==> src/sv/assert_macros.svh <==
// assertion macros for the heap queue rtl
`ifndef ASSERT_MACROS_SVH
`define ASSERT_MACROS_SVH

`ifndef SYNTHESIS

`define ASSERT_IMPLY(label, clk, rst_n, cond, prop) \
    label: assert property (@(posedge clk) disable iff (!rst_n) (cond) |-> (prop)) \
        else $error("heap queue assertion failed");

`define ASSERT_NEXT(label, clk, rst_n, cond, prop) \
    label: assert property (@(posedge clk) disable iff (!rst_n) (cond) |=> (prop)) \
        else $error("heap queue assertion failed");

`else

`define ASSERT_IMPLY(label, clk, rst_n, cond, prop)

`define ASSERT_NEXT(label, clk, rst_n, cond, prop)

`endif

`endif

==> src/sv/bmhq_pkg.sv <==
package bmhq_pkg;

    localparam int POS_W   = 17;
    localparam int SHIFT_W = 5;

    localparam logic [1:0] CMD_PUSH  = 2'd0;
    localparam logic [1:0] CMD_POP   = 2'd1;
    localparam logic [1:0] CMD_CLEAR = 2'd2;
    localparam logic [1:0] CMD_NOP   = 2'd3;

    localparam logic [1:0] STATUS_OK    = 2'd0;
    localparam logic [1:0] STATUS_FULL  = 2'd1;
    localparam logic [1:0] STATUS_EMPTY = 2'd2;

    typedef struct packed {
        logic [31:0] key;
        logic [31:0] node;
    } entry_t;

    typedef enum logic {
        OP_PUSH,
        OP_POP
    } link_op_t;

    // token handed from one level to the next
    typedef struct packed {
        logic                 valid;
        link_op_t             op;
        logic [POS_W-1:0]     pos;
        logic [SHIFT_W-1:0]   shift;
        entry_t               item;
    } link_t;

    // write of a promoted entry into the level above
    typedef struct packed {
        logic             we;
        logic [POS_W-1:0] pos;
        entry_t           item;
    } up_t;

    typedef struct packed {
        logic             en;
        logic [POS_W-1:0] pos;
    } tail_req_t;

    function automatic logic ranks_before(input entry_t a, input entry_t b);
        return (a.key < b.key) || ((a.key == b.key) && (a.node < b.node));
    endfunction

endpackage

==> src/sv/bmhq_level.sv <==
module bmhq_level #(
    parameter int QUEUE_DEPTH = 1024,
    parameter int LEVEL       = 1
) (
    input  logic                          clk,
    input  logic                          rst_n,
    input  logic [bmhq_pkg::POS_W-1:0]    fill,
    input  bmhq_pkg::tail_req_t           tail_req,
    input  bmhq_pkg::link_t               link_in,
    output bmhq_pkg::link_t               link_out,
    input  bmhq_pkg::up_t                 up_in,
    output bmhq_pkg::up_t                 up_out,
    output bmhq_pkg::entry_t              tail_entry,
    output logic                          done
);

    localparam int POS_W      = bmhq_pkg::POS_W;
    localparam int SHIFT_W    = bmhq_pkg::SHIFT_W;
    localparam int PW         = $clog2(QUEUE_DEPTH + 1);
    localparam int SW         = $clog2(PW);
    localparam int LEVEL_SIZE = 1 << LEVEL;
    localparam int ENTRIES    = (QUEUE_DEPTH - LEVEL_SIZE + 1 < LEVEL_SIZE) ?
                                (QUEUE_DEPTH - LEVEL_SIZE + 1) : LEVEL_SIZE;
    localparam int ROWS       = (ENTRIES + 1) / 2;
    localparam int ROW_W      = (ROWS > 1) ? $clog2(ROWS) : 1;
    localparam int ROW_N      = 1 << ROW_W;
    localparam logic [PW-1:0] LEVEL_BIT = PW'(LEVEL_SIZE);

    function automatic logic [ROW_W-1:0] row_of(input logic [PW-1:0] p);
        logic [PW-1:0] offset;
        offset = (p & ~LEVEL_BIT) >> 1;
        return offset[ROW_W-1:0];
    endfunction

    bmhq_pkg::entry_t mem_even [ROW_N];
    bmhq_pkg::entry_t mem_odd  [ROW_N];

    logic                  act_reg;
    bmhq_pkg::link_op_t    op_reg;
    logic [PW-1:0]         pos_reg;
    logic [SW-1:0]         shift_reg;
    bmhq_pkg::entry_t      item_reg;
    bmhq_pkg::entry_t      rd_even_reg;
    bmhq_pkg::entry_t      rd_odd_reg;
    logic                  rd_slot_reg;

    logic [PW-1:0]         in_pos;
    logic [PW-1:0]         tq_pos;
    logic [PW-1:0]         fill_w;
    logic [PW-1:0]         push_p;
    logic                  rd_en;
    logic [ROW_W-1:0]      rd_row;
    logic                  rd_slot;

    logic [PW-1:0]         cur_p;
    bmhq_pkg::entry_t      slot_item;
    logic [PW:0]           lpos;
    logic [PW:0]           rpos;
    logic [PW:0]           fill_x;
    logic                  use_right;
    bmhq_pkg::entry_t      child;
    logic [PW-1:0]         cpos;
    logic                  win;
    logic                  has_grand;

    logic                  own_we;
    logic [PW-1:0]         own_pos;
    bmhq_pkg::entry_t      own_item;
    logic                  wr_en;
    logic [PW-1:0]         wr_pos;
    bmhq_pkg::entry_t      wr_item;

    assign in_pos = link_in.pos[PW-1:0];
    assign tq_pos = tail_req.pos[PW-1:0];
    assign fill_w = fill[PW-1:0];
    assign push_p = in_pos >> link_in.shift[SW-1:0];

    // read port: incoming token or tail fetch
    always_comb
    begin
        rd_en   = 1'b0;
        rd_row  = '0;
        rd_slot = 1'b0;
        if (link_in.valid)
        begin
            rd_en = 1'b1;
            if (link_in.op == bmhq_pkg::OP_PUSH)
            begin
                rd_row  = row_of(push_p);
                rd_slot = push_p[0];
            end
            else
            begin
                rd_row = row_of({in_pos[PW-2:0], 1'b0});
            end
        end
        else if (tail_req.en && ((tq_pos >> LEVEL) == PW'(1)))
        begin
            rd_en   = 1'b1;
            rd_row  = row_of(tq_pos);
            rd_slot = tq_pos[0];
        end
    end

    assign cur_p     = pos_reg >> shift_reg;
    assign slot_item = rd_slot_reg ? rd_odd_reg : rd_even_reg;
    assign lpos      = {pos_reg, 1'b0};
    assign rpos      = {pos_reg, 1'b1};
    assign fill_x    = {1'b0, fill_w};
    assign use_right = (rpos <= fill_x) && bmhq_pkg::ranks_before(rd_odd_reg, rd_even_reg);
    assign child     = use_right ? rd_odd_reg : rd_even_reg;
    assign cpos      = use_right ? rpos[PW-1:0] : lpos[PW-1:0];
    assign win       = bmhq_pkg::ranks_before(child, item_reg);
    assign has_grand = ({cpos, 1'b0} <= fill_x);

    always_comb
    begin
        own_we   = 1'b0;
        own_pos  = cur_p;
        own_item = item_reg;
        link_out = '0;
        up_out   = '0;
        done     = 1'b0;
        if (act_reg)
        begin
            case (op_reg)
                bmhq_pkg::OP_PUSH:
                begin
                    if (shift_reg == '0)
                    begin
                        own_we = 1'b1;
                        done   = 1'b1;
                    end
                    else
                    begin
                        link_out.valid = 1'b1;
                        link_out.op    = bmhq_pkg::OP_PUSH;
                        link_out.pos   = POS_W'(pos_reg);
                        link_out.shift = SHIFT_W'(shift_reg - 1'b1);
                        if (bmhq_pkg::ranks_before(item_reg, slot_item))
                        begin
                            own_we        = 1'b1;
                            link_out.item = slot_item;
                        end
                        else
                        begin
                            link_out.item = item_reg;
                        end
                    end
                end
                bmhq_pkg::OP_POP:
                begin
                    up_out.we  = 1'b1;
                    up_out.pos = POS_W'(pos_reg);
                    if (win)
                    begin
                        up_out.item = child;
                        if (has_grand)
                        begin
                            link_out.valid = 1'b1;
                            link_out.op    = bmhq_pkg::OP_POP;
                            link_out.pos   = POS_W'(cpos);
                            link_out.item  = item_reg;
                        end
                        else
                        begin
                            own_we  = 1'b1;
                            own_pos = cpos;
                            done    = 1'b1;
                        end
                    end
                    else
                    begin
                        up_out.item = item_reg;
                        done        = 1'b1;
                    end
                end
                default:
                begin
                end
            endcase
        end
    end

    assign wr_en   = own_we | up_in.we;
    assign wr_pos  = own_we ? own_pos : up_in.pos[PW-1:0];
    assign wr_item = own_we ? own_item : up_in.item;

    always_ff @(posedge clk)
    begin
        if (wr_en)
        begin
            if (wr_pos[0])
            begin
                mem_odd[row_of(wr_pos)] <= wr_item;
            end
            else
            begin
                mem_even[row_of(wr_pos)] <= wr_item;
            end
        end
        if (rd_en)
        begin
            rd_even_reg <= mem_even[rd_row];
            rd_odd_reg  <= mem_odd[rd_row];
            rd_slot_reg <= rd_slot;
        end
    end

    always_ff @(posedge clk)
    begin
        if (link_in.valid)
        begin
            op_reg    <= link_in.op;
            pos_reg   <= in_pos;
            shift_reg <= link_in.shift[SW-1:0];
            item_reg  <= link_in.item;
        end
    end

    always_ff @(posedge clk or negedge rst_n)
    begin
        if (!rst_n)
        begin
            act_reg <= 1'b0;
        end
        else
        begin
            act_reg <= link_in.valid;
        end
    end

    assign tail_entry = rd_slot_reg ? rd_odd_reg : rd_even_reg;

endmodule

==> config.mk <==
export PLATFORM = sky130hd
export DESIGN_NAME = bmhq_level
export DESIGN_NICKNAME = d
export VERILOG_FILES = /design/src/sv/assert_macros.svh /design/src/sv/bmhq_pkg.sv /design/src/sv/bmhq_level.sv
export SDC_FILE = /design/constraint.sdc
export NUM_CORES = 1
export LEC_CHECK = 0
export ABC_CLOCK_PERIOD_IN_PS = 21800
export BUFFER_PORTS_ARGS = -buffer_cell sky130_fd_sc_hd__buf_2
export CORE_MARGIN = 3
export CORE_UTILIZATION = 35
export DETAILED_ROUTE_END_ITERATION = 8
export HOLD_SLACK_MARGIN = 0.1
export PLACE_DENSITY = 0.65
export SYNTH_ARGS = -nofsm -noshare
export SYNTH_HDL_FRONTEND = slang
export SYNTH_SLANG_ARGS = --single-unit
==> constraint.sdc <==
create_clock -name clk -period 21.8 [get_ports clk]
set_input_delay 3.27 -clock clk [delete_from_list [all_inputs] [get_ports clk]]
set_output_delay 3.27 -clock clk [all_outputs]
set_load 0.005 [all_outputs]
# ---- After elaboration in Yosys (flattened, before gate mapping)
# Memory sizes are Yosys's and may differ from the RTL's. A register that Yosys moved wholly into a read port is not among the register bits.
# Index checks and enable logic that the tools add are counted.
dict set report totals {
  regBits 82
  ramBits 256
  out_inout_bits 235
  word_cells 78
  mem_count 2
}
dict set report classes {
  add_sub_neg 1
  magnitude_cmp 8
  n_eq_ne 4
  shifts 2
  muxes 43
  bitwise 2
  n_reduce_logical 9
}
# memory words word_bits read_ports rd_ports_with_merged_regs write_ports line_no
set memory_table {}
lappend memory_table {mem_even 2 64 1 1 1 bmhq_level.sv:35} ;# bmhq_pkg::entry_t mem_even [ROW_N];
lappend memory_table {mem_odd 2 64 1 1 1 bmhq_level.sv:36} ;# bmhq_pkg::entry_t mem_odd [ROW_N];
# op count
set op_table {}
lappend op_table {{two-way mux 64 bit} 7}
lappend op_table {{less-than comparator 32 bit} 6}
lappend op_table {{two-way mux 88 bit} 2}
lappend op_table {{two-way mux 82 bit} 2}
lappend op_table {{case mux 64 bit (2 select lines)} 1}
lappend op_table {{equality test 32 bit} 3}
lappend op_table {{two-way mux 19 bit} 2}
lappend op_table {{case mux 19 bit (2 select lines)} 1}
lappend op_table {{two-way mux 1 bit} 25}
lappend op_table {{<= comparator 12 x 11 -> 1 bit} 2}
lappend op_table {{right shift 11 x 4 -> 1 bit} 2}
lappend op_table {{equality test 10 x 1 -> 1 bit (second input constant)} 1}
lappend op_table {{logical AND 1 bit} 5}
lappend op_table {{two-way mux 5 bit} 1}
lappend op_table {{subtractor 4 x 1 -> 5 bit (second input constant)} 1}
lappend op_table {{zero test 4 bit} 1}
lappend op_table {{case mux 1 bit (2 select lines)} 2}
lappend op_table {{logical OR 1 bit} 3}
lappend op_table {{NOT 1 bit} 1}
lappend op_table {{bitwise OR 1 bit} 1}

# ---- Longest topological paths before layout
# Gate-level depths: netlist of the first run.
dict set report logic_depth {
  ltp_word 15
  depth_mapped 24
  mapped_depth_nobuf 20
}

# ---- Worst setup path after synthesis of the first run
# No wires, ideal clock.
dict set report synth_path {
  kind {input to register}
  startpoint {input fill[9] in the netlist's numbering}
  endpoint {memory mem_even[0][0] in the netlist's numbering, enable pin}
  setup_ns 0.524
  arrival_time_ns 10.538
  setup_slack_ns 10.738
  stages 21
  path_buffers 4
  path_cell_list {inv_1 ha_1 nand4b_1 a211oi_1 o21ai_0 a21oi_1 o21bai_1 buf_2 buf_2 mux2_2 ha_1 and3_1 nand4_1 or4_1 a2111oi_0 and2_1 o21a_2 o21ai_2 buf_6 buf_6 a31oi_1}
}
dict set report synth_via {
  elab_chain_len 13
  elab_cells_between_ends 23
  classes_between {4 x order compare; 1 x eq/ne; 14 x mux; 1 x bitwise; 3 x reduce/logical}
}
# item line_no
set synth_lines {}
lappend synth_lines {{start: declaration} bmhq_level.sv:7} ;# input logic [bmhq_pkg::POS_W-1:0] fill,
lappend synth_lines {{<= comparator 12 x 11 -> 1 bit} bmhq_level.sv:110} ;# assign use_right = (rpos <= fill_x) && bmhq_pkg::ranks_before(rd_odd_reg, rd_even_reg);
lappend synth_lines {{logical AND 1 bit} bmhq_level.sv:110}
lappend synth_lines {{two-way mux 64 bit} bmhq_level.sv:111} ;# assign child = use_right ? rd_odd_reg : rd_even_reg;
lappend synth_lines {{less-than comparator 32 bit / equality test 32 bit (equally long branches)} bmhq_pkg.sv:47} ;# return (a.key < b.key) || ((a.key == b.key) && (a.node < b.node));
lappend synth_lines {{logical AND 1 bit} bmhq_pkg.sv:47}
lappend synth_lines {{logical OR 1 bit} bmhq_pkg.sv:47}
lappend synth_lines {{two-way mux 1 bit} bmhq_level.sv:155} ;# if (win)
lappend synth_lines {{case mux 1 bit (2 select lines) / two-way mux 1 bit (equally long branches)} bmhq_level.sv:126} ;# case (op_reg)
lappend synth_lines {{two-way mux 1 bit} bmhq_level.sv:124} ;# if (act_reg)
lappend synth_lines {{two-way mux 1 bit} bmhq_level.sv:186} ;# assign wr_pos = own_we ? own_pos : up_in.pos[PW-1:0];
lappend synth_lines {{two-way mux 1 bit} bmhq_level.sv:193} ;# if (wr_pos[0])
lappend synth_lines {{two-way mux 1 bit *} bmhq_level.sv:191} ;# if (wr_en)
lappend synth_lines {{two-way mux 1 bit (not written as such) *} bmhq_level.sv:199} ;# mem_even[row_of(wr_pos)] <= wr_item;
lappend synth_lines {{end: declaration} bmhq_level.sv:35}
# Every way passes the cells marked *; elsewhere a longest branch is shown, timed or not.

==> flow_summary_export.csv, run 1 <==
group,metric,value,unit
worst_setup_path,cp-startpoint,"fill[9]",
place,place_inst,2901,
clock_tree,clk_pin_slew,0.06,ns
min_path,hold_class,"reg2reg",
sta,finalWorstSetupSlack,7.597,ns
clock_tree,ctsResizeCount,0,
sta,grt_setup_unrepaired,"false",
worst_setup_path,crit_required,18.53,ns
worst_setup_path,max_stage_delay,0.90,ns
synthesis,synth_area,0.02074,mm²
global_route,grtUsageTotal,20.98,%
sta,fin_crit_sh,65.15,%
sta,period_minus_slack,14.20,ns
clock_tree,holdBufCountCts,0,
pwr,vdd_drop_max,0.07251,mV
global_route,grt_pass1_vias,16590,
synthesis,synthDistinctLibCells,67,
global_route,grt_pass1_wl,100900,µm
sta,drv_slew,0,
worst_setup_path,cp_slowest_cell,"a2111oi_0",
place,io_buffers,393,
drt,dr.pass1.iters,6,
worst_setup_path,reg2reg_slack,11.38,ns
clock_tree,cts_sinks,338,
floorplanning,placementRows,88,
drt,ant_nets,0,
worst_setup_path,cp_cell_sequence,"buf_2, inv_1, ha_1, nand4b_1, a211oi_1, o21ai_0, a21oi_1, o21bai_4, buf_4, mux2_2, ha_1, and3_1, nand4_1, or4_1, a2111oi_0, buf_4, and2_1, o21a_2, buf_4, nor3_1, nor3_1, buf_2",
floorplanning,coreArea,0.05814,mm²
sta,setup_viol,0,
place,dp_slack,7.464,ns
drt,drc,0,
clock_tree,clock_path_buffers,3,
pwr,p_per_area,85.76,mW/mm²
floorplanning,ioPinCount,442,
place,gp_congestion,0.8896,
min_path,holdPathEnd,"rd_even_reg[52]",
pwr,switching_share,32.00,%
pwr,intPower,1.450,mW
status,status,"finished clean",
drt,dr.first_iter.drc_count,1553,
drt,via_count,16460,
worst_setup_path,cp-start-kind,"primary input",
min_path,worstHoldStart,"mem_even[0][52]",
sta,maxSlewHeadroom,21.47,%
sta,skew,0.02671,ns
clock_tree,root_buffer,"clkbuf_16",
synthesis,yosysWarnings,0,
clock_tree,post_cts_buffers,0,
synthesis,ys.flop_type,"edfxtp_1",
clock_tree,insertion_delay,0.57,ns
synthesis,syn_inst,1813,
synthesis,async_flop_share,0.2959,%
global_route,grt_max_degree,83,
floorplanning,die_x,249.4,µm
synthesis,avgSynthCellArea,11.44,µm²
drt,routed_wl,67910,µm
sta,max_freq,70.41,MHz
worst_setup_path,reg2reg_from,"rd_odd_reg[59]",
layout,layout.cells.non_filler,2980,
worst_setup_path,worstSetupEndpointType,"primary output",
global_route,antenna_found_initial,10,
sta,setup_tns,0,ns
sta,hold_viol,0,
worst_setup_path,critPathArrivalTime,10.93,ns
place,hpwl,49220,µm
pwr,p_sw,682.2,µW
worst_setup_path,cp_common_cell,"buf_4",
layout,final_nets,2595,
clock_tree,cts_tree,"done",
drt,post_drt_wl_per_cell,22.79,µm
pwr,p_seq_share,40.8,%
worst_setup_path,path_class,"in2out",
pwr,clkPwrFrac,32.4,%
floorplanning,dieArea,0.06222,mm²
layout,area_growth,19.84,%
sta,worst_slew_pin_slew,1.178,ns
worst_setup_path,cp_max_fo,67,
clock_tree,cts_max_level,2,
drt,vias_per_cell,5.523,
synthesis,ys_ff_latch,338,
floorplanning,start_util,35.68,%
global_route,grt.overflow.total,0,
worst_setup_path,r2r_cells,22,
floorplanning,fp.dieH,249.4,µm
worst_setup_path,rr_endpoint,"mem_odd[0][4]",
layout,drive_gt1_share,27.96,%
clock_tree,cts-buffers-inserted,41,
synthesis,synth_edf_count,337,
synthesis,yosysSeqAreaShare,48.91,%
pwr,p_leak,10.93,nW
job,maxCapViolCount,0,
min_path,min_path_cells,0,
pwr,p_comb_share,26.8,%
==> area by class of cell <==
cell class	instances	area, µm²
well taps	765	957.2
flip-flops and latches	338	10150
clock inverters	30	312.8
diodes	5	12.51
fillers	5501	33280
clock buffers	44	1059
repair buffers	415	2135
multi-input cells	1173	9447
inverters	210	788.3
==> critical path: cells and delay by family <==
kind | cells | cell delay, ns
adder cells (fa/ha/maj) | 2 | 0.64
multiplexers | 1 | 0.43
AND/OR/NAND/NOR | 7 | 2.22
buffers and inverters | 6 | 2.16
AO/OA/AOI/OAI | 6 | 2.14
==> worst max-delay path by stage <==
stage / endpoint / depth (start not counted) / slack, ns
global route: link_out[46] / 22 / 7.19
floorplan: mem_even[0][0] / 21 / 10.74
detailed placement: link_out[46] / 22 / 7.46
CTS: link_out[46] / 22 / 7.44
global placement: link_out[46] / 22 / 7.53
finish: up_out[33] / 22 / 7.60
==> cells in the mapped netlist (all sizes together) (4+ instances only) <==
master / n / area, µm²
nand2: 37 / 138.9
a221o: 4 / 40.04
a31oi: 7 / 50.05
o21ai: 46 / 237.7
o211ai: 6 / 45.04
a211oi: 13 / 97.59
ha: 209 / 2615
o21a: 9 / 68.82
mux2: 128 / 1441
edfxtp: 337 / 10120
nand3: 11 / 55.05
inv: 210 / 788.3
nand2b: 5 / 31.28
a21o: 27 / 202.7
nor2b: 7 / 43.79
nand3b: 4 / 30.03
mux2i: 66 / 660.6
mux4: 4 / 90.09
a21oi: 178 / 890.9
a2111oi: 9 / 97.60
a22o: 10 / 87.58
nor3b: 65 / 488.0
and3: 17 / 106.4
nor2: 34 / 127.6
nor3: 138 / 690.7
a22oi: 32 / 240.2
buf: 42 / 267.8
nor4: 5 / 43.79
nand4: 34 / 212.7
clkbuf: 62 / 232.7
nand4b: 4 / 35.03
and4: 6 / 52.55
==> cell usage in the layout (no fill, tap or decap), drive strengths merged, types with 27 or more instances in the layout <==
| master | Yosys | routed |
|---|---|---|
| buf | 42 | 415 |
| nand4 | 34 | 34 |
| a21o | 27 | 27 |
| nand2 | 37 | 37 |
| ha | 209 | 209 |
| a22oi | 32 | 32 |
| nor3 | 138 | 138 |
| mux2 | 128 | 128 |
| edfxtp | 337 | 337 |
| a21oi | 178 | 178 |
| nor2 | 34 | 34 |
| inv | 210 | 216 |
| nor3b | 65 | 65 |
| o21ai | 46 | 46 |
| mux2i | 66 | 66 |
| clkbuf | 62 | 44 |
==> per-stage QoR <==
stage / power, mW / cell area (µm²) / util, % / hold slack, ns
final: 2.132 / 24860 / 42.76 / 0.4126
after global placement: 1.431 / 23470 / 40.38 / 0.4004
after CTS: 2.148 / 24840 / 42.73 / 0.4148
after detailed placement: 1.447 / 23470 / 40.38 / 0.4045
after global routing: 2.241 / 24850 / 42.75 / 0.4174
after floorplan: 1.223 / 20790 / - / 0.4003
==> routing by layer <==
layer / share of wire, % / track usage [%] / vias up
met5: 0.019 / 0 / -
met3: 7.1 / 3.856 / 95
li1: - / - / 7561
met4: 2.2 / 6.018 / 2
met2: 48 / 35.62 / 677
met1: 43 / 27.39 / 8125
==> power groups by stage <==
| stage | combinational, mW | sequential [mW] | clock [mW] |
|---|---|---|---|
| 6_report | 0.571 | 0.871 | 0.690 |
| 5_1_grt | 0.627 | 0.879 | 0.735 |
| 4_1_cts | 0.567 | 0.870 | 0.710 |
| 3_5_place_dp | 0.564 | 0.883 | 0 |
| 3_3_place_gp | 0.552 | 0.879 | 0 |
| 2_1_floorplan | 0.358 | 0.865 | 0 |
==> kinds of logic (layout without fill, tap and decap cells) <==
group | Yosys count | in the layout | share of synthesized area [%]
buffers and inverters | 314 | 699 | 6.213
and+or+nand+nor | 380 | 380 | 10.36
DFF | 338 | 338 | 48.91
adders and majority gates | 209 | 209 | 12.61
xor gates and xnor gates | 1 | 1 | 0.04223
other | 1 | 18 | 0.01808
muxes | 198 | 198 | 10.57
AOI/OAI and AO/OA | 372 | 372 | 11.28
(Power assumes the default switching activity.)
==> run 2, diff against run 1 <==
--- a/config.mk
+++ b/config.mk
@@ -5,7 +5,7 @@
 export SDC_FILE = /design/constraint.sdc
 export NUM_CORES = 1
 export LEC_CHECK = 0
-export ABC_CLOCK_PERIOD_IN_PS = 21800
+export ABC_CLOCK_PERIOD_IN_PS = 13600
 export BUFFER_PORTS_ARGS = -buffer_cell sky130_fd_sc_hd__buf_2
 export CORE_MARGIN = 3
 export CORE_UTILIZATION = 35
==> constraint.sdc (replaced) <==
create_clock -name clk -period 13.6 [get_ports clk]
set_input_delay 2.04 -clock clk [delete_from_list [all_inputs] [get_ports clk]]
set_output_delay 2.04 -clock clk [all_outputs]
set_load 0.005 [all_outputs]
==> flow_summary_export.csv, run 2 (synthesis gave the netlist of run 1 again) <==
group,metric,value,unit
status,status,"finished clean",
global_route,grt_max_degree,80,
sta,skew,0.03099,ns
drt,dr.first_iter.drc_count,1515,
clock_tree,root_buffer,"clkbuf_16",
min_path,min_path_cells,0,
global_route,antenna_found_initial,5,
clock_tree,cts_tree,"done",
pwr,vdd_drop_max,0.1133,mV
drt,drc,0,
sta,fin_crit_sh,84.39,%
sta,hold_ws,0.4010,ns
place,place_inst,2904,
clock_tree,cts_max_level,2,
global_route,grt.overflow.total,0,
global_route,grtUsageTotal,21.18,%
min_path,holdPathEnd,"rd_odd_reg[34]",
clock_tree,clock_path_buffers,3,
job,maxCapViolCount,0,
min_path,hold_class,"reg2reg",
floorplanning,coreArea,0.05814,mm²
worst_setup_path,rr_endpoint,"mem_odd[0][58]",
floorplanning,fp.dieH,249.4,µm
floorplanning,placementRows,88,
sta,period_minus_slack,11.48,ns
drt,dr.pass1.iters,6,
floorplanning,start_util,35.68,%
clock_tree,cts-buffers-inserted,41,
layout,final_cell_mix,"392 x buf_2, 337 x edfxtp_1, 210 x inv_1",
sta,grt_setup_unrepaired,"false",
worst_setup_path,reg2reg_slack,4.18,ns
worst_setup_path,cp_common_cell,"buf_4",
layout,layout.cells.non_filler,2982,
worst_setup_path,cp_max_fo,37,
sta,maxSlewHeadroom,20.93,%
clock_tree,insertion_delay,0.57,ns
clock_tree,clk_pin_slew,0.06,ns
worst_setup_path,critPathArrivalTime,9.44,ns
drt,routed_wl,68380,µm
floorplanning,ioPinCount,442,
clock_tree,cts_sinks,338,
min_path,worstHoldStart,"mem_odd[0][34]",
clock_tree,ctsResizeCount,0,
sta,drv_slew,0,
sta,hold_viol,0,
place,hpwl,49800,µm
sta,setup_tns,0,ns
worst_setup_path,cp-start-kind,"register",
drt,vias_per_cell,5.524,
layout,area_growth,20.52,%
sta,max_freq,87.13,MHz
clock_tree,post_cts_buffers,0,
drt,ant_nets,0,
place,dp_slack,2.202,ns
place,gp_congestion,0.9001,
layout,layout_commonest_cell,"buf_2",
layout,drive_gt1_share,28.14,%
global_route,grt_pass1_wl,101400,µm
worst_setup_path,crit_required,11.56,ns
layout,final_nets,2598,
place,io_buffers,393,
worst_setup_path,worstSetupEndpointType,"primary output",
sta,finalWorstSetupSlack,2.123,ns
worst_setup_path,cp_slowest_cell,"a2111oi_0",
pwr,p_leak,11.01,nW
global_route,grt_pass1_vias,16690,
worst_setup_path,path_class,"reg2out",
drt,via_count,16470,
sta,worst_slew_pin_slew,1.176,ns
worst_setup_path,max_stage_delay,0.88,ns
drt,post_drt_wl_per_cell,22.93,µm
pwr,p_per_area,140.9,mW/mm²
clock_tree,holdBufCountCts,0,
floorplanning,die_x,249.4,µm
floorplanning,dieArea,0.06222,mm²
worst_setup_path,cp_cell_sequence,"ha_1, nand4_1, nor4_2, nand3_1, or4_1, a2111oi_4, o21bai_4, buf_4, mux2_2, ha_1, and3_1, nand4_1, or4_1, a2111oi_0, buf_4, and2_1, o21a_2, buf_4, nor3_1, nor3_1, buf_2",
worst_setup_path,r2r_cells,20,
worst_setup_path,reg2reg_from,"rd_odd_reg[59]",
sta,setup_viol,0,
==> run 2: how the worst max path moves through the flow <==
stage,from,endpoint,slack [ns]
2_1_floorplan,fill[9],mem_even[0][0],3.77
3_3_place_gp,fill[9],up_out[31],2.18
3_5_place_dp,fill[9],up_out[30],2.20
4_1_cts,fill[9],up_out[30],2.17
5_1_grt,rd_odd_reg[58],up_out[30],1.88
6_report,rd_odd_reg[59],up_out[30],2.12
==> run 2: worst max-delay path: cells and delay by family (launching register included) <==
kind	cells	cell delay, ns
adders and majority gates	2	0.75
buffers and inverters	4	1.27
muxes	1	0.35
DFF	1	0.41
and+or+nand+nor	10	3.71
AOI/OAI and AO/OA	4	2.34
==> run 2: cell type report <==
class / count / area (µm²)
clock inverters: 31 / 436.7
repair buffers: 418 / 2157
clock buffers: 44 / 1059
flip-flops and latches: 338 / 10150
multi-input cells: 1173 / 9447
fillers: 5497 / 33140
well taps: 765 / 957.2
inverters: 210 / 788.3
diodes: 3 / 7.507
==> run 2: through the flow <==
stage	area, µm²	util, %	power (mW)
3_5_place_dp	23500	40.41	2.323
5_1_grt	25000	43.00	3.702
6_report	25000	43.00	3.522
3_3_place_gp	23500	40.41	2.295
2_1_floorplan	20790	-	1.960
4_1_cts	24990	42.99	3.546
==> run 2: power by group <==
| part | internal [mW] | switching [mW] |
|---|---|---|
| clock | 0.758 | 0.449 |
| sequential | 1.32 | 0.0804 |
| combinational | 0.360 | 0.559 |
| total | 2.43 | 1.09 |
==> run 2: routing by layer <==
layer / vias to the layer above / GRT usage, % / routed length [µm]
met1: 8063 / 27.48 / 28600
met3: 117 / 4.773 / 5475
met5: - / 0 / 0
li1: 7558 / - / -
met4: 0 / 6.913 / 2142
met2: 736 / 35.08 / 32160
==> run 3, diff against run 2 <==
--- a/config.mk
+++ b/config.mk
@@ -5,13 +5,13 @@
 export SDC_FILE = /design/constraint.sdc
 export NUM_CORES = 1
 export LEC_CHECK = 0
-export ABC_CLOCK_PERIOD_IN_PS = 13600
+export ABC_CLOCK_PERIOD_IN_PS = 10500
 export BUFFER_PORTS_ARGS = -buffer_cell sky130_fd_sc_hd__buf_2
 export CORE_MARGIN = 3
 export CORE_UTILIZATION = 35
 export DETAILED_ROUTE_END_ITERATION = 8
 export HOLD_SLACK_MARGIN = 0.1
-export PLACE_DENSITY = 0.65
+export PLACE_DENSITY = 0.67
 export SYNTH_ARGS = -nofsm -noshare
 export SYNTH_HDL_FRONTEND = slang
 export SYNTH_SLANG_ARGS = --single-unit
==> constraint.sdc (replaced) <==
create_clock -name clk -period 10.5 [get_ports clk]
set_input_delay 1.575 -clock clk [delete_from_list [all_inputs] [get_ports clk]]
set_output_delay 1.575 -clock clk [all_outputs]
set_load 0.005 [all_outputs]
==> flow_summary_export.csv, run 3 (synthesis gave the netlist of run 1 again) <==
group,metric,value,unit
status,status,"finished clean",
min_path,min_path_cells,0,
clock_tree,insertion_delay,0.57,ns
pwr,p_seq_share,40.8,%
min_path,worstHoldStart,"mem_odd[0][41]",
worst_setup_path,max_stage_delay,0.75,ns
pwr,p_per_area,177.6,mW/mm²
worst_setup_path,cp_cell_sequence,"ha_1, nand4_1, nor4_2, nand3_1, or4_1, a2111oi_4, o21bai_4, mux2_2, ha_1, nand4_1, nor4_1, o2111ai_1, o21ai_0, or3_1, and2_2, buf_4, nor3_1, nor3_1, buf_2",
place,dp_slack,0.4502,ns
clock_tree,cts-buffers-inserted,41,
pwr,p_sw,1.413,mW
min_path,holdPathEnd,"rd_odd_reg[41]",
worst_setup_path,cp_slowest_cell,"nor4_1",
worst_setup_path,critPathTopFamily,"simple AND/OR/NAND/NOR gates",
worst_setup_path,r2r_cells,21,
place,hpwl,50590,µm
sta,skew,0.02899,ns
job,maxCapViolCount,0,
worst_setup_path,path_class,"reg2out",
floorplanning,dieArea,0.06222,mm²
layout,fillers,5473,
clock_tree,cts_sinks,338,
sta,worst_slew_pin_slew,1.189,ns
worst_setup_path,crit_required,8.93,ns
global_route,grt_pass1_wl,101200,µm
pwr,p_leak,10.97,nW
drt,dr.first_iter.drc_count,1613,
sta,finalWorstSetupSlack,0.5291,ns
pwr,vdd_drop_max,0.1371,mV
worst_setup_path,cp_max_fo,63,
worst_setup_path,worst-path-buf-inv,2,
global_route,antenna_found_initial,11,
drt,dr.pass1.iters,6,
sta,setup_viol,0,
layout,drive_gt1_share,28.23,%
floorplanning,start_util,35.68,%
layout,final_nets,2607,
floorplanning,fp.dieH,249.4,µm
sta,period_minus_slack,9.971,ns
clock_tree,post_cts_buffers,0,
sta,grt_setup_unrepaired,"false",
global_route,grt_pass1_vias,16520,
place,io_buffers,393,
drt,post_drt_wl_per_cell,22.91,µm
clock_tree,cts_tree,"done",
layout,area_growth,20.44,%
floorplanning,die_x,249.4,µm
clock_tree,clk_pin_slew,0.06,ns
worst_setup_path,reg2reg_from,"rd_odd_reg[57]",
sta,hold_viol,0,
drt,vias_per_cell,5.492,
sta,drv_slew,0,
pwr,clkPwrFrac,32.3,%
sta,fin_crit_sh,94.96,%
floorplanning,placementRows,88,
global_route,grtUsageTotal,21.17,%
worst_setup_path,cp-start-kind,"register",
clock_tree,clock_path_buffers,3,
worst_setup_path,critPathArrivalTime,8.40,ns
sta,max_freq,100.3,MHz
pwr,switching_share,31.86,%
drt,ant_nets,0,
clock_tree,root_buffer,"clkbuf_16",
drt,drc,0,
sta,maxSlewHeadroom,20.09,%
global_route,grt_max_degree,85,
drt,routed_wl,68560,µm
drt,via_count,16440,
worst_setup_path,reg2reg_slack,1.93,ns
min_path,hold_class,"reg2reg",
layout,layout_commonest_cell,"buf_2",
clock_tree,cts_max_level,2,
sta,setup_tns,0,ns
place,gp_congestion,0.9287,
worst_setup_path,worstSetupEndpointType,"primary output",
layout,final_cell_mix,"392 x buf_2, 337 x edfxtp_1, 210 x inv_1",
pwr,intPower,3.023,mW
floorplanning,ioPinCount,442,
pwr,p_comb_share,27.0,%
worst_setup_path,rr_endpoint,"mem_odd[0][7]",
floorplanning,coreArea,0.05814,mm²
global_route,grt.overflow.total,0,
-- run 3: changes by cell type in the layout (fill, tap and decap cells not counted), moves of 2 or more --
cell and change:
clkinv_1 +2, buf_4 +6, clkinv_2 -9, bufinv_16 -5, clkinvlp_4 +6, clkinv_4 +2
clkbuf_1 +2, diode_2 +4, buf_12 +3
-- run 3: how the worst max path moves through the flow --
stage,cells past startpoint,end,start
6_report,19,up_out[34],rd_odd_reg[57]
5_1_grt,19,link_out[71],rd_odd_reg[59]
4_1_cts,21,link_out[13],rd_odd_reg[57]
3_5_place_dp,22,link_out[13],fill[10]
3_3_place_gp,22,link_out[33],fill[9]
2_1_floorplan,21,mem_even[0][0],fill[9]
-- run 3: layout make-up --
type | count | area (µm²) | share of cell area [%]
flip-flops and latches | 338 | 10150 | 40.61
clock buffers | 45 | 1041 | 4.167
multi-input cells | 1173 | 9453 | 37.84
repair buffers | 427 | 2262 | 9.055
inverters | 210 | 788.3 | 3.155
clock inverters | 28 | 316.6 | 1.267
diodes | 7 | 17.52 | 0.07012
well taps | 765 | 957.2 | 3.832
-- run 3: stage by stage --
| stage | instances | util (%) | hold WS (ns) | area (µm²) | total power [mW] |
|---|---|---|---|---|---|
| 3_5_place_dp | 2913 | 40.59 | 0.4045 | 23600 | 3.016 |
| 4_1_cts | 2986 | 42.93 | 0.4162 | 24960 | 4.465 |
| 2_1_floorplan | 1825 | - | 0.4003 | 20790 | 2.539 |
| 3_3_place_gp | 2913 | 40.59 | 0.4008 | 23600 | 2.982 |
| 5_1_grt | 2993 | 42.97 | 0.4193 | 24980 | 4.657 |
| 6_report | 2993 | 42.97 | 0.4153 | 24980 | 4.436 |
-- run 3: worst register-to-register path: stages (launching register included) --
cell and delay, ns:
edfxtp_1 0.43, ha_1 0.32, nand4_1 0.17, nor4_2 0.52, nand3_1 0.43, or4_1 0.70, a2111oi_4 0.57, o21bai_4 0.38
mux2_2 0.47, ha_1 0.30, nand4_1 0.26, nor4_1 0.62, buf_4 0.24, nand4_1 0.16, a311oi_1 0.34, o211ai_1 0.25
nand2_2 0.41, buf_4 0.34, nand2_1 0.20, o21ai_4 0.22, buf_4 0.52, mux2_2 0.46
-- run 3: metal layers --
layer | up-vias | wire length, µm | GRT usage (%)
li1 | 7577 | - | -
met1 | 8043 | 28600 | 27.52
met2 | 701 | 32730 | 35.19
met3 | 113 | 5017 | 4.137
met4 | 4 | 2174 | 7.576
met5 | - | 40 | 0
-- run 3: timing repair --
item                       CTS  global route
setup endpoints to repair   51            31
hold buffers                 0             0
gates resized for setup      1             1
-- run 3: power groups by stage --
stage	clock, mW	sequential [mW]	combinational (mW)
4_1_cts	1.47	1.81	1.19
6_report	1.43	1.81	1.20
2_1_floorplan	0	1.80	0.743
3_3_place_gp	0	1.82	1.16
3_5_place_dp	0	1.83	1.18
5_1_grt	1.52	1.83	1.31
